--- src/sv/mse_pkg.sv ---
// Shared types, constants and helpers of the instruction executor.
// No dependencies.
package mse_pkg;

   localparam int DATA_BYTES = 1024;
   localparam int DM_AW      = $clog2(DATA_BYTES);
   localparam int BANK_DEPTH = DATA_BYTES / 4;
   localparam int BANK_AW    = DM_AW - 2;

   localparam logic [1:0] CMD_EXEC    = 2'd0;
   localparam logic [1:0] CMD_BYTE    = 2'd1;
   localparam logic [1:0] CMD_RESTART = 2'd2;
   localparam logic [1:0] CMD_NONE    = 2'd3;

   localparam logic CSR_START_PC = 1'b0;
   localparam logic CSR_START_SP = 1'b1;

   localparam logic [4:0] SP_REG = 5'd29;
   localparam logic [4:0] RA_REG = 5'd31;

   localparam logic [5:0] OP_SPECIAL = 6'h00;
   localparam logic [5:0] OP_J       = 6'h02;
   localparam logic [5:0] OP_JAL     = 6'h03;
   localparam logic [5:0] OP_BEQ     = 6'h04;
   localparam logic [5:0] OP_BNE     = 6'h05;
   localparam logic [5:0] OP_ADDI    = 6'h08;
   localparam logic [5:0] OP_SLTI    = 6'h0A;
   localparam logic [5:0] OP_ANDI    = 6'h0C;
   localparam logic [5:0] OP_ORI     = 6'h0D;
   localparam logic [5:0] OP_NORI    = 6'h0E;
   localparam logic [5:0] OP_LUI     = 6'h0F;
   localparam logic [5:0] OP_LB      = 6'h20;
   localparam logic [5:0] OP_LH      = 6'h21;
   localparam logic [5:0] OP_LW      = 6'h23;
   localparam logic [5:0] OP_LBU     = 6'h24;
   localparam logic [5:0] OP_LHU     = 6'h25;
   localparam logic [5:0] OP_SB      = 6'h28;
   localparam logic [5:0] OP_SH      = 6'h29;
   localparam logic [5:0] OP_SW      = 6'h2B;
   localparam logic [5:0] OP_HALT    = 6'h3F;

   localparam logic [5:0] FN_SLL  = 6'h00;
   localparam logic [5:0] FN_SRL  = 6'h02;
   localparam logic [5:0] FN_SRA  = 6'h03;
   localparam logic [5:0] FN_JR   = 6'h08;
   localparam logic [5:0] FN_ADD  = 6'h20;
   localparam logic [5:0] FN_SUB  = 6'h22;
   localparam logic [5:0] FN_AND  = 6'h24;
   localparam logic [5:0] FN_OR   = 6'h25;
   localparam logic [5:0] FN_XOR  = 6'h26;
   localparam logic [5:0] FN_NOR  = 6'h27;
   localparam logic [5:0] FN_NAND = 6'h28;
   localparam logic [5:0] FN_SLT  = 6'h2A;

   localparam logic [2:0] SZ_NONE = 3'd0;
   localparam logic [2:0] SZ_BYTE = 3'd1;
   localparam logic [2:0] SZ_HALF = 3'd2;
   localparam logic [2:0] SZ_WORD = 3'd4;

   typedef struct packed {
      logic [1:0]  cmd;
      logic [31:0] instr_raw;
      logic [9:0]  load_address;
      logic [7:0]  load_byte;
   } req_type;

   typedef struct packed {
      logic [31:0] next_pc;
      logic        halted;
      logic        err_write_zero;
      logic        err_overflow;
      logic        err_address;
      logic        err_misaligned;
      logic        reg_written;
      logic [4:0]  reg_index;
      logic [31:0] reg_value;
      logic        store_written;
      logic [9:0]  store_address;
   } rsp_type;

   typedef struct packed {
      logic        en;
      logic [4:0]  idx;
      logic [31:0] val;
   } rf_wr_type;

   typedef struct packed {
      logic               en;
      logic [3:0]         be;
      logic [BANK_AW-1:0] idx;
      logic [31:0]        data;
   } dm_wr_type;

   typedef struct packed {
      rsp_type            rsp;
      logic [31:0]        pc_in;
      logic               halt_in;
      rf_wr_type          rf_wr;
      dm_wr_type          dm_wr;
      logic               ld_start;
      logic [BANK_AW-1:0] ld_idx;
      logic [1:0]         ld_lo;
      logic [2:0]         ld_size;
      logic               ld_sgn;
      logic [4:0]         ld_rt;
   } exec_type;

   function automatic logic [31:0] swap32(input logic [31:0] x);
      return {x[7:0], x[15:8], x[23:16], x[31:24]};
   endfunction

   function automatic logic add_ovf(input logic [31:0] a, input logic [31:0] b);
      logic [31:0] s;
      s = a + b;
      return (a[31] == b[31]) && (s[31] != a[31]);
   endfunction

   // big-endian lanes: lane k sits at w[31-8k -: 8]
   function automatic logic [31:0] load_format(input logic [31:0] w, input logic [1:0] lo,
                                               input logic [2:0] size, input logic sgn);
      logic [15:0] h;
      logic [7:0]  b;
      h = lo[1] ? w[15:0] : w[31:16];
      b = w[8*(3-lo) +: 8];
      if (size == SZ_WORD) return w;
      else if (size == SZ_HALF) return {{16{sgn & h[15]}}, h};
      else return {{24{sgn & b[7]}}, b};
   endfunction

endpackage

--- src/sv/mse_regfile.sv ---
// Register file: 32x32 memory, two registered read ports, one write port.
// Valid bits give zero after reset; the write of the read edge is forwarded.
module mse_regfile (
   input  logic                clock,
   input  logic                reset,
   input  logic [4:0]          ra,
   input  logic [4:0]          rb,
   input  mse_pkg::rf_wr_type  wr,
   output logic [31:0]         a_val,
   output logic [31:0]         b_val
);
   import mse_pkg::*;

   logic [31:0] mem [32];
   logic [31:0] vld_ff;
   logic [31:0] a_q_ff, b_q_ff;
   logic [4:0]  ra_ff, rb_ff;
   rf_wr_type   wr_ff;

   always_ff @(posedge clock) begin
      if (wr.en) mem[wr.idx] <= wr.val;
      a_q_ff <= vld_ff[ra] ? mem[ra] : 32'd0;
      b_q_ff <= vld_ff[rb] ? mem[rb] : 32'd0;
      ra_ff  <= ra;
      rb_ff  <= rb;
   end

   always_ff @(posedge clock) begin
      if (reset) begin
         vld_ff   <= '0;
         wr_ff.en <= 1'b0;
      end else begin
         if (wr.en) vld_ff[wr.idx] <= 1'b1;
         wr_ff.en <= wr.en;
      end
      wr_ff.idx <= wr.idx;
      wr_ff.val <= wr.val;
   end

   assign a_val = (wr_ff.en && wr_ff.idx == ra_ff) ? wr_ff.val : a_q_ff;
   assign b_val = (wr_ff.en && wr_ff.idx == rb_ff) ? wr_ff.val : b_q_ff;

endmodule

--- config.mk ---
export PLATFORM = sky130hd
export DESIGN_NAME = mse_regfile
export DESIGN_NICKNAME = d
export VERILOG_FILES = /design/src/sv/mse_pkg.sv /design/src/sv/mse_regfile.sv
export SDC_FILE = /design/constraint.sdc
export NUM_CORES = 2
export LEC_CHECK = 0
export BUFFER_PORTS_ARGS = -buffer_cell sky130_fd_sc_hd__buf_4
export CAP_MARGIN = 25
export CORE_ASPECT_RATIO = 0.7
export CORE_MARGIN = 2
export CORE_UTILIZATION = 37
export DETAILED_ROUTE_END_ITERATION = 6
export PLACE_DENSITY = 0.6
export SLEW_MARGIN = 10
export SYNTH_ARGS = -nofsm -noshare
export SYNTH_HDL_FRONTEND = slang
export SYNTH_SLANG_ARGS = --single-unit
--- constraint.sdc ---
create_clock -name clock -period 4.6 [get_ports clock]
set_input_delay 1.38 -clock clock [delete_from_list [all_inputs] [get_ports clock]]
set_output_delay 1.38 -clock clock [all_outputs]
set_load 0.05 [all_outputs]
==> flow_metrics.env <==
export IMPL_startpoint="wr_ff[35]"
export IMPL_nNetsFinal=3352
export IMPL_worst_pin_slew_ns=0.9868
export IMPL_rr_worst_depth=6
export IMPL_drc_errors=0
export IMPL_cts_sink_count=1168
export IMPL_gp_congestion=0.7989
export IMPL_post_cts_buffers=0
export IMPL_setup_viol=0
export IMPL_fin_crit_sh_pct=96.00
export IMPL_cts_made_buffers=109
export IMPL_r2r_start="vld_ff[31]"
export IMPL_grt_pass1_wl_um=239900
export IMPL_path_clk_slew_ns=0.06
export IMPL_clkLatencyLatePin_ns=0.74
export IMPL_syn_cell_area_mm2=0.05290
export IMPL_ys_ff_latch=1168
export IMPL_core_area_mm2=0.1424
export IMPL_synth_seq_area_share_pct=63.57
export IMPL_power_uw=22980
export IMPL_drtIter0Drc=4401
export IMPL_vias_per_cell=6.233
export IMPL_cts_hold_fix_buffers=0
export IMPL_route_detailed_wl_per_inst_um=32.30
export IMPL_synthArstFlopShare_pct=0
export IMPL_synth_edf_count=1024
export IMPL_start_util_pct=37.16
export IMPL_r2r_end="a_q_ff[22]"
export IMPL_crit_fanout=22
export IMPL_setup_tns_ns=0
export IMPL_synth_distinct_cells=38
export IMPL_die_area_mm2=0.1461
export IMPL_vias=32950
export IMPL_synth_area_per_cell_um2=16.48
export IMPL_rsz0062_at_grt="no"
export IMPL_grt_pass1_vias=32010
export IMPL_antenna_found_initial=9
export IMPL_synthFlopType="edfxtp_1"
export IMPL_reg2reg_slack_ns=2.59
export IMPL_die_h_um=320.4
export IMPL_num_rows=116
export IMPL_grt_overflow=0
export IMPL_cts_resized=0
export IMPL_crit_path_end_kind="primary output"
export IMPL_critPathLaunchType="flop"
export IMPL_power_density_mw_per_mm2=383.4
export IMPL_die_width_um=456.0
export IMPL_boundaryPins=114
export IMPL_area_growth_pct=13.28
export IMPL_instances_no_fill=5286
export IMPL_max_clock_path_buffers=3
export IMPL_wirelength_um=170800
export IMPL_period_needed_ns=4.416
export IMPL_crit_type="reg2out"
export IMPL_cp_endpoint="b_val[14]"
export IMPL_final_hold_viol_count=0
export IMPL_cts_tree="built"
export IMPL_drive_above_1_share_pct=22.76
export IMPL_yosys_warnings=0
export IMPL_dr_pass1_iters=6
export IMPL_leakagePower_uw=0.02043
export IMPL_fillerInstances=12590
export IMPL_synthCells=3211
export IMPL_htreeDepth=3
export IMPL_io_buffers=113
export IMPL_slew_violations=0
export IMPL_slew_headroom_pct=34.21
export IMPL_worstPathRequired_ns=3.22
export IMPL_place_inst=5079
export IMPL_max_cap_violations=0
export IMPL_dpl_hpwl_um=95980
export IMPL_cts_root_buffer="clkbuf_16"
export IMPL_syn_nets=3261
export IMPL_antenna_left=0
export IMPL_skew_ns=0.02775
export IMPL_hold_class="reg2reg"
export IMPL_crit_arrival_ns=3.04
export IMPL_max_freq_ghz=0.2265
export IMPL_ir_drop_uv=283.1
export IMPL_grt_usage_pct=22.90
export IMPL_status="finished clean"
export IMPL_grt_max_degree=82
stage by stage:
step                      setup slack, ns  hold slack, ns  util [%]  instance area, um^2
after CTS                          0.1438          0.4951     42.09                59930
after global routing              0.07830          0.5110     42.09                59930
after global placement             0.7485          0.4646     39.61                56400
after detailed placement           0.8183          0.4805     39.61                56400
final                              0.1841          0.4966     42.09                59930
after floorplan                    0.7541          0.4519         -                52900
power by group:
| part | total [uW] | internal (uW) | switching, uW |
|---|---|---|---|
| sequential | 11800 | 11700 | 85.4 |
| clock | 9110 | 5020 | 4090 |
| combinational | 2100 | 750 | 1350 |
layout make-up:
type	instances	area, um^2	area share (%)
inverters	4	17.52	0.02923
clock inverters	50	431.7	0.7203
diodes	1	2.502	0.004176
repair buffers	241	2370	3.954
well taps	1888	2362	3.942
flip-flops and latches	1168	33630	56.12
clock buffers	156	3097	5.167
multi-input cells	1778	18020	30.06
synth_stat cells, drive strengths merged, types with 8 or more instances:
cell    number  area [um^2]
dfxtp      144         2883
mux4       268         6036
clkbuf     106        412.9
o21ai      128        640.6
nor2       165        619.3
buf        155         1120
and3        66        412.9
nand3       70        350.3
xor2         8        70.07
edfxtp    1024        30750
a221oi     256         2242
a21oi       64        320.3
mux2i      520         5205
nor3        64        320.3
mux2        68        765.7
a22oi       64        480.5
critical path, cell delays in order, from the launching register on:
cell     delay (ns)
dfxtp_1        0.33
xor2_1         0.15
nor4_1         0.23
and3_2         0.51
buf_12         0.30
mux2_2         0.48
buf_4          0.22
cell families after synthesis:
group / Yosys count / share of synthesized area, %
buffers and inverters: 265 / 2.925
muxes: 856 / 22.69
xor gates and xnor gates: 10 / 0.1656
AOI/OAI and AO/OA: 520 / 7.086
and+or+nand+nor: 392 / 3.557
DFF: 1168 / 63.57
cells in the final DEF (no fill, tap or decap), types with 3 or more instances in the layout:
cell / n
o211ai_1: 4
a22oi_1: 64
a21oi_1: 64
or3b_2: 3
clkinv_8: 3
bufinv_16: 6
xor2_1: 8
mux2_2: 54
mux2i_1: 520
nand3_1: 70
o21ai_1: 18
nand3b_1: 7
nor3_1: 64
edfxtp_1: 1024
nor2_4: 34
a221oi_1: 256
mux4_2: 268
clkinv_1: 15
clkbuf_1: 30
nor2_1: 131
clkbuf_8: 15
nor2b_4: 3
clkinv_2: 23
dfxtp_1: 144
mux2_1: 14
and3_1: 64
buf_4: 194
clkbuf_16: 111
nand2_1: 3
buf_12: 43
a311oi_1: 4
o21ai_0: 110
layer usage:
metal | vias to the layer above | wire, um | global-route usage (%) | share of wire (%)
met4 | 6 | 4600 | 6.111 | 2.7
met3 | 305 | 16650 | 4.491 | 9.7
met1 | 17280 | 73940 | 33.86 | 43
met2 | 1845 | 75520 | 34.42 | 44
li1 | 13510 | - | - | -
met5 | - | 48 | 0 | 0.028
flip-flops by register name, indices dropped and copies added, names as in the netlist:
| register | cells |
|---|---|
| mem | 1024 |
| ra_ff | 5 |
| rb_ff | 5 |
| b_q_ff | 32 |
| vld_ff | 32 |
| wr_ff | 38 |
| a_q_ff | 32 |
worst min path at each step:
stage / from / end / slack, ns / cells past startpoint
after floorplan: vld_ff[14] / vld_ff[14] / 0.45 / 2
final: vld_ff[1] / vld_ff[1] / 0.50 / 2
after detailed placement: vld_ff[11] / vld_ff[11] / 0.48 / 2
after CTS: vld_ff[11] / vld_ff[11] / 0.50 / 2
after global routing: vld_ff[0] / vld_ff[0] / 0.51 / 2
after global placement: vld_ff[7] / vld_ff[7] / 0.46 / 2
No activity file was read; power rests on OpenSTA's default activity.
