### src/sv/mse_pkg.sv
// Shared types, constants and helpers of the instruction executor.
// No dependencies.
package mse_pkg;

   localparam int DATA_BYTES = 1024;
   localparam int DM_AW      = $clog2(DATA_BYTES);
   localparam int BANK_DEPTH = DATA_BYTES / 4;
   localparam int BANK_AW    = DM_AW - 2;

   localparam logic [1:0] CMD_EXEC    = 2'd0;
   localparam logic [1:0] CMD_BYTE    = 2'd1;
   localparam logic [1:0] CMD_RESTART = 2'd2;
   localparam logic [1:0] CMD_NONE    = 2'd3;

   localparam logic CSR_START_PC = 1'b0;
   localparam logic CSR_START_SP = 1'b1;

   localparam logic [4:0] SP_REG = 5'd29;
   localparam logic [4:0] RA_REG = 5'd31;

   localparam logic [5:0] OP_SPECIAL = 6'h00;
   localparam logic [5:0] OP_J       = 6'h02;
   localparam logic [5:0] OP_JAL     = 6'h03;
   localparam logic [5:0] OP_BEQ     = 6'h04;
   localparam logic [5:0] OP_BNE     = 6'h05;
   localparam logic [5:0] OP_ADDI    = 6'h08;
   localparam logic [5:0] OP_SLTI    = 6'h0A;
   localparam logic [5:0] OP_ANDI    = 6'h0C;
   localparam logic [5:0] OP_ORI     = 6'h0D;
   localparam logic [5:0] OP_NORI    = 6'h0E;
   localparam logic [5:0] OP_LUI     = 6'h0F;
   localparam logic [5:0] OP_LB      = 6'h20;
   localparam logic [5:0] OP_LH      = 6'h21;
   localparam logic [5:0] OP_LW      = 6'h23;
   localparam logic [5:0] OP_LBU     = 6'h24;
   localparam logic [5:0] OP_LHU     = 6'h25;
   localparam logic [5:0] OP_SB      = 6'h28;
   localparam logic [5:0] OP_SH      = 6'h29;
   localparam logic [5:0] OP_SW      = 6'h2B;
   localparam logic [5:0] OP_HALT    = 6'h3F;

   localparam logic [5:0] FN_SLL  = 6'h00;
   localparam logic [5:0] FN_SRL  = 6'h02;
   localparam logic [5:0] FN_SRA  = 6'h03;
   localparam logic [5:0] FN_JR   = 6'h08;
   localparam logic [5:0] FN_ADD  = 6'h20;
   localparam logic [5:0] FN_SUB  = 6'h22;
   localparam logic [5:0] FN_AND  = 6'h24;
   localparam logic [5:0] FN_OR   = 6'h25;
   localparam logic [5:0] FN_XOR  = 6'h26;
   localparam logic [5:0] FN_NOR  = 6'h27;
   localparam logic [5:0] FN_NAND = 6'h28;
   localparam logic [5:0] FN_SLT  = 6'h2A;

   localparam logic [2:0] SZ_NONE = 3'd0;
   localparam logic [2:0] SZ_BYTE = 3'd1;
   localparam logic [2:0] SZ_HALF = 3'd2;
   localparam logic [2:0] SZ_WORD = 3'd4;

   typedef struct packed {
      logic [1:0]  cmd;
      logic [31:0] instr_raw;
      logic [9:0]  load_address;
      logic [7:0]  load_byte;
   } req_type;

   typedef struct packed {
      logic [31:0] next_pc;
      logic        halted;
      logic        err_write_zero;
      logic        err_overflow;
      logic        err_address;
      logic        err_misaligned;
      logic        reg_written;
      logic [4:0]  reg_index;
      logic [31:0] reg_value;
      logic        store_written;
      logic [9:0]  store_address;
   } rsp_type;

   typedef struct packed {
      logic        en;
      logic [4:0]  idx;
      logic [31:0] val;
   } rf_wr_type;

   typedef struct packed {
      logic               en;
      logic [3:0]         be;
      logic [BANK_AW-1:0] idx;
      logic [31:0]        data;
   } dm_wr_type;

   typedef struct packed {
      rsp_type            rsp;
      logic [31:0]        pc_in;
      logic               halt_in;
      rf_wr_type          rf_wr;
      dm_wr_type          dm_wr;
      logic               ld_start;
      logic [BANK_AW-1:0] ld_idx;
      logic [1:0]         ld_lo;
      logic [2:0]         ld_size;
      logic               ld_sgn;
      logic [4:0]         ld_rt;
   } exec_type;

   function automatic logic [31:0] swap32(input logic [31:0] x);
      return {x[7:0], x[15:8], x[23:16], x[31:24]};
   endfunction

   function automatic logic add_ovf(input logic [31:0] a, input logic [31:0] b);
      logic [31:0] s;
      s = a + b;
      return (a[31] == b[31]) && (s[31] != a[31]);
   endfunction

   // big-endian lanes: lane k sits at w[31-8k -: 8]
   function automatic logic [31:0] load_format(input logic [31:0] w, input logic [1:0] lo,
                                               input logic [2:0] size, input logic sgn);
      logic [15:0] h;
      logic [7:0]  b;
      h = lo[1] ? w[15:0] : w[31:16];
      b = w[8*(3-lo) +: 8];
      if (size == SZ_WORD) return w;
      else if (size == SZ_HALF) return {{16{sgn & h[15]}}, h};
      else return {{24{sgn & b[7]}}, b};
   endfunction

endpackage

### src/sv/mse_exec.sv
// Execute logic: decode, ALU, branch, address and error checks for one word.
// Depends on mse_pkg.
module mse_exec (
   input  mse_pkg::req_type   item,
   input  logic [31:0]        rs_val,
   input  logic [31:0]        rt_val,
   input  logic [31:0]        pc,
   input  logic               halt,
   input  logic [31:0]        start_pc,
   input  logic [31:0]        start_sp,
   output mse_pkg::exec_type  res
);
   import mse_pkg::*;

   logic [31:0] ins, simm, val, off, addr, pc4, la_ext;
   logic [5:0]  op, fn;
   logic [4:0]  rt, rd, sh, dest;
   logic [2:0]  size;
   logic [32:0] end_sum;
   logic        is_load, sgn, has_dest, ovf, ewz, ead, emis;

   always_comb begin
      ins      = swap32(item.instr_raw);
      op       = ins[31:26];
      rt       = ins[20:16];
      rd       = ins[15:11];
      sh       = ins[10:6];
      fn       = ins[5:0];
      simm     = {{16{ins[15]}}, ins[15:0]};
      off      = {simm[29:0], 2'b00};
      pc4      = pc + 32'd4;
      la_ext   = {22'd0, item.load_address};
      addr     = rs_val + simm;
      val      = '0;
      dest     = '0;
      has_dest = 1'b0;
      size     = SZ_NONE;
      is_load  = 1'b0;
      sgn      = 1'b0;
      ovf      = 1'b0;
      ewz      = 1'b0;
      ead      = 1'b0;
      emis     = 1'b0;
      end_sum  = '0;
      res      = '0;
      res.pc_in   = pc;
      res.halt_in = halt;

      unique case (item.cmd)
         CMD_EXEC: begin
            if (!halt) begin
               res.pc_in = pc4;
               unique case (op)
                  OP_SPECIAL: begin
                     has_dest = 1'b1;
                     dest     = rd;
                     unique case (fn)
                        FN_ADD: begin
                           val = rs_val + rt_val;
                           ovf = add_ovf(rs_val, rt_val);
                        end
                        FN_SUB: begin
                           val = rs_val - rt_val;
                           ovf = (rs_val[31] ^ rt_val[31]) & (rs_val[31] ^ val[31]);
                        end
                        FN_AND:  val = rs_val & rt_val;
                        FN_OR:   val = rs_val | rt_val;
                        FN_XOR:  val = rs_val ^ rt_val;
                        FN_NOR:  val = ~(rs_val | rt_val);
                        FN_NAND: val = ~(rs_val & rt_val);
                        FN_SLT:  val = {31'd0, $signed(rs_val) < $signed(rt_val)};
                        FN_SLL: begin
                           val      = rt_val << sh;
                           has_dest = (ins != 32'd0);
                        end
                        FN_SRL:  val = rt_val >> sh;
                        FN_SRA:  val = $unsigned($signed(rt_val) >>> sh);
                        FN_JR: begin
                           has_dest  = 1'b0;
                           res.pc_in = rs_val;
                        end
                        default: has_dest = 1'b0;
                     endcase
                  end
                  OP_J:   res.pc_in = {pc4[31:28], ins[25:0], 2'b00};
                  OP_JAL: begin
                     val       = pc4;
                     has_dest  = 1'b1;
                     dest      = RA_REG;
                     res.pc_in = {pc4[31:28], ins[25:0], 2'b00};
                  end
                  OP_HALT: res.halt_in = 1'b1;
                  OP_ADDI: begin
                     val      = rs_val + simm;
                     ovf      = add_ovf(rs_val, simm);
                     has_dest = 1'b1;
                     dest     = rt;
                  end
                  OP_LUI: begin
                     val = {ins[15:0], 16'd0}; has_dest = 1'b1; dest = rt;
                  end
                  OP_ANDI: begin
                     val = rs_val & {16'd0, ins[15:0]}; has_dest = 1'b1; dest = rt;
                  end
                  OP_ORI: begin
                     val = rs_val | {16'd0, ins[15:0]}; has_dest = 1'b1; dest = rt;
                  end
                  OP_NORI: begin
                     val = ~(rs_val | {16'd0, ins[15:0]}); has_dest = 1'b1; dest = rt;
                  end
                  OP_SLTI: begin
                     val = {31'd0, $signed(rs_val) < $signed(simm)};
                     has_dest = 1'b1;
                     dest = rt;
                  end
                  OP_BEQ, OP_BNE: begin
                     ovf = add_ovf(pc4, off);
                     if ((op == OP_BEQ) == (rs_val == rt_val)) res.pc_in = pc4 + off;
                  end
                  OP_LW:  begin size = SZ_WORD; is_load = 1'b1; end
                  OP_LH:  begin size = SZ_HALF; is_load = 1'b1; sgn = 1'b1; end
                  OP_LHU: begin size = SZ_HALF; is_load = 1'b1; end
                  OP_LB:  begin size = SZ_BYTE; is_load = 1'b1; sgn = 1'b1; end
                  OP_LBU: begin size = SZ_BYTE; is_load = 1'b1; end
                  OP_SW:  size = SZ_WORD;
                  OP_SH:  size = SZ_HALF;
                  OP_SB:  size = SZ_BYTE;
                  default: ;
               endcase

               end_sum = {1'b0, addr} + {30'd0, size};
               if (size != SZ_NONE) begin
                  ovf  = add_ovf(rs_val, simm);
                  ewz  = is_load && (rt == 5'd0);
                  ead  = (addr >= 32'(DATA_BYTES)) || (end_sum > 33'(DATA_BYTES));
                  emis = ((size == SZ_WORD) && (addr[1:0] != 2'b00)) ||
                         ((size == SZ_HALF) && addr[0]);
                  res.ld_idx  = addr[DM_AW-1:2];
                  res.ld_lo   = addr[1:0];
                  res.ld_size = size;
                  res.ld_sgn  = sgn;
                  res.ld_rt   = rt;
                  if (ead || emis) begin
                     res.halt_in = 1'b1;
                  end else if (is_load) begin
                     res.ld_start = (rt != 5'd0);
                  end else begin
                     res.dm_wr.en  = 1'b1;
                     res.dm_wr.idx = addr[DM_AW-1:2];
                     priority if (size == SZ_WORD) begin
                        res.dm_wr.be   = 4'b1111;
                        res.dm_wr.data = rt_val;
                     end else if (size == SZ_HALF) begin
                        res.dm_wr.be   = addr[1] ? 4'b1100 : 4'b0011;
                        res.dm_wr.data = {rt_val[15:0], rt_val[15:0]};
                     end else begin
                        res.dm_wr.be   = 4'b0001 << addr[1:0];
                        res.dm_wr.data = {4{rt_val[7:0]}};
                     end
                     res.rsp.store_written = 1'b1;
                     res.rsp.store_address = addr[9:0];
                  end
               end

               if (has_dest) begin
                  if (dest == 5'd0) begin
                     ewz = 1'b1;
                  end else begin
                     res.rf_wr.en  = 1'b1;
                     res.rf_wr.idx = dest;
                     res.rf_wr.val = val;
                     res.rsp.reg_written = 1'b1;
                     res.rsp.reg_index   = dest;
                     res.rsp.reg_value   = val;
                  end
               end
            end
         end
         CMD_BYTE: begin
            if (la_ext < 32'(DATA_BYTES)) begin
               res.dm_wr.en   = 1'b1;
               res.dm_wr.idx  = la_ext[DM_AW-1:2];
               res.dm_wr.be   = 4'b0001 << item.load_address[1:0];
               res.dm_wr.data = {4{item.load_byte}};
            end
         end
         CMD_RESTART: begin
            res.pc_in     = start_pc;
            res.halt_in   = 1'b0;
            res.rf_wr.en  = 1'b1;
            res.rf_wr.idx = SP_REG;
            res.rf_wr.val = start_sp;
         end
         CMD_NONE: ;
      endcase

      res.rsp.next_pc        = res.pc_in;
      res.rsp.halted         = res.halt_in;
      res.rsp.err_write_zero = ewz;
      res.rsp.err_overflow   = ovf;
      res.rsp.err_address    = ead;
      res.rsp.err_misaligned = emis;
   end

endmodule

### config.mk
export PLATFORM = sky130hd
export DESIGN_NAME = mse_exec
export DESIGN_NICKNAME = d
export VERILOG_FILES = /design/src/sv/mse_pkg.sv /design/src/sv/mse_exec.sv
export SDC_FILE = /design/constraint.sdc
export NUM_CORES = 1
export LEC_CHECK = 0
export CAP_MARGIN = 40
export CORE_MARGIN = 10
export CORE_UTILIZATION = 50
export DETAILED_ROUTE_END_ITERATION = 8
export DONT_BUFFER_PORTS = 1
export REMOVE_ABC_BUFFERS = 1
export SLEW_MARGIN = 20
export SYNTH_ARGS = -nofsm -noshare
export SYNTH_HDL_FRONTEND = slang
export SYNTH_SLANG_ARGS = --single-unit
### constraint.sdc
create_clock -name vclk -period 14.4
set_input_delay 2.88 -clock vclk [all_inputs]
set_output_delay 2.88 -clock vclk [all_outputs]
set_load 0.02 [all_outputs]
==> metrics.md <==
| Metric | Value |
|---|---|
| Drt first pass iters | 6 |
| CTS resizes | 0 |
| Crit path capture type | output pin |
| Slew margin rel. | 0.3470 |
| Top Ports | 435 |
| Share of layout cells above drive strength 1 | 0.07145 |
| Detailed Route Iter0 Violations | 3679 |
| Pleak | 0.007613 uW |
| CORE AREA | roughly 38000 um2 |
| Max IR drop VDD | 0.00002574 V |
| DR vias | 24610 |
| Net Sw Power | 449.3 uW |
| Syn-to-layout area delta | 0.2756% |
| Final Hold Vio Count | 0 |
| Setup TNS | 0 ns |
| Post-place setup slack | 3.158 ns |
| DRC violation count after routing | 0 |
| FFs & Latches | 0 |
| Netlist cell types | 93 |
| Sequential power share | 0 |
| Placer Congestion | 1.068 |
| Least-Margin Pin Slew | 0.9752 ns |
| Power Internal | 242.6 uW |
| Post CTS Setup Buffer Count | 0 |
| Minimum clock period | around 11 ns |
| Crit Path Max Fanout | 43 |
| Gr usage total | 0.4261 |
| Seq/Total Area, Yosys | 0 |
| CTS Hold Bufs | 0 |
| Final ANT Viol Nets | 0 |
| Final wirelength | 107200 um |
| Area occupied by registers | 0 um2 |
| Max_cap viols | 0 |
| YS warnings | 0 |
| Final setup vio count | 0 |
| Synthesized cell area | 19070 um2 |
| Worst setup margin | approximately 3.2 ns |
| Syn Area/Cell | roughly 6.5 um2 |
| Switching Fraction | 0.6494 |
| Commonest non-fill, non-tap cell in the layout | nor2_1 |
| WL/cell | around 33 um |
| CP startpoint kind | input port |
| Fin. max-slew vios | 0 |
| Run status | complete, no violations |
| Vias per cell | 7.587 |
| Post-route clock period utilization | 0.7770 |
| Data required, critical path | 11.52 ns |
| Total gr overflow | 0 |
| Most frequent cells in the layout | 355 x nor2_1, 293 x a21oi_1, 232 x nand2_1, 229 x o21ai_0, 208 x ha_1 |
| Port bufs | 0 |
| Clock power frac | 0 |
| Nets@finish | 3157 |
| Combinational Power Share | 1.000 |
| Hold Crit Class | input port to output pin |
| Post-DP HPWL | roughly 84000 um |
| Die H | 215.3 um |
| Fmax | 0.08938 GHz |
| Hold Worst Slack | 5.852 ns |
| Clk_buf instances | 0 |
| Initial Utilization | 0.5063 |
| Power per cell area | 36.18 nW/um2 |
| Arr. time, crit path | 8.31 ns |
| Largest net degree at the start of global routing | 81 |
| Unrepaired setup endpoints after global routing | false |
| Number of global-route vias before repair | 22700 |
| Chip Width | between 200 and 250 um |
| WS Path Type | input port to output pin |
| First-pass GRT wire length | 153400 um |
| Initial antenna violation count | 5 |
| Die area | ~46000 um2 |
| Syn Inst Count | 2926 |
| Row cnt | between 70 and 80 |
## layout make-up
class | count | area [um2]
Fill cell | 3969 | 18540
Multi-Input combinational cell | 2488 | 17330
Inverter | 181 | 679.4
Tap cell | 511 | 639.4
Timing Repair Buffer | 60 | 467.9
Antenna cell | 4 | 10.01
## synthesized netlist by cell type, drive strengths merged (28+ instances only)
master	number	area share
o22ai	36	0.012
a21o	51	0.020
nand3	52	0.014
a21oi	294	0.077
ha	208	0.14
nand2b	31	0.010
nor3	85	0.025
xnor2	59	0.027
inv	177	0.035
o21bai	33	0.013
nand2	232	0.046
or3	28	0.0094
mux2i	76	0.040
o21ai	243	0.064
a211oi	49	0.020
a221oi	58	0.027
buf	75	0.024
o211ai	51	0.020
clkbuf	182	0.036
mux4	56	0.066
nor2	358	0.070
nand4	33	0.011
## power by group through the flow
stage / sequential [uW] / combinational [uW] / clock, uW
after floorplan: 0 / 484 / 0
after global placement: 0 / 656 / 0
after detailed placement: 0 / 661 / 0
after CTS: 0 / 665 / 0
final: 0 / 692 / 0.0000182
## kinds of logic after synthesis
| logic type | Yosys count | share of synthesized area |
|---|---|---|
| muxes | 145 | 0.1137 |
| xor gates and xnor gates | 82 | 0.03845 |
| adders and majority gates | 213 | 0.1417 |
| and+or+nand+nor | 964 | 0.2371 |
| buffers and inverters | 438 | 0.09507 |
| AOI/OAI and AO/OA | 1084 | 0.3740 |
## per-stage QoR
stage	util	cells	power (uW)	area [um2]
finish	0.5077	3244	691.9	19120
global route	0.5075	3241	736.3	19110
CTS	0.5059	3235	664.6	19060
detailed placement	0.5059	3235	661.1	19060
global placement	0.5038	3225	656.4	18980
floorplan	-	2669	484.2	17940
## per-layer routing
metal,vias to the layer above,GRT usage,wire length [um]
li1,10470,-,-
met3,419,0.1322,15210
met2,2178,0.6561,45670
met4,4,0.2166,6767
met1,11540,0.5252,39540
met5,-,0.002146,21
## critical path, cell delays in order
cell	delay (ns)
nand2_1	0.38
or3_1	0.63
buf_8	0.23
inv_1	0.64
ha_1	0.40
xor2_1	0.15
nand3b_1	0.11
or2_2	0.30
o22ai_1	0.23
a41o_2	0.26
or3b_1	0.36
nor4_1	0.27
nand4b_1	0.47
buf_4	0.40
nor3_1	0.56
## worst paths after layout
kind,startpoint,endpoint,depth (start not counted)
setup / recovery,item[21],res[136],15
hold / removal,item[50],res[75],1
Power figures use the tool's default switching activity.
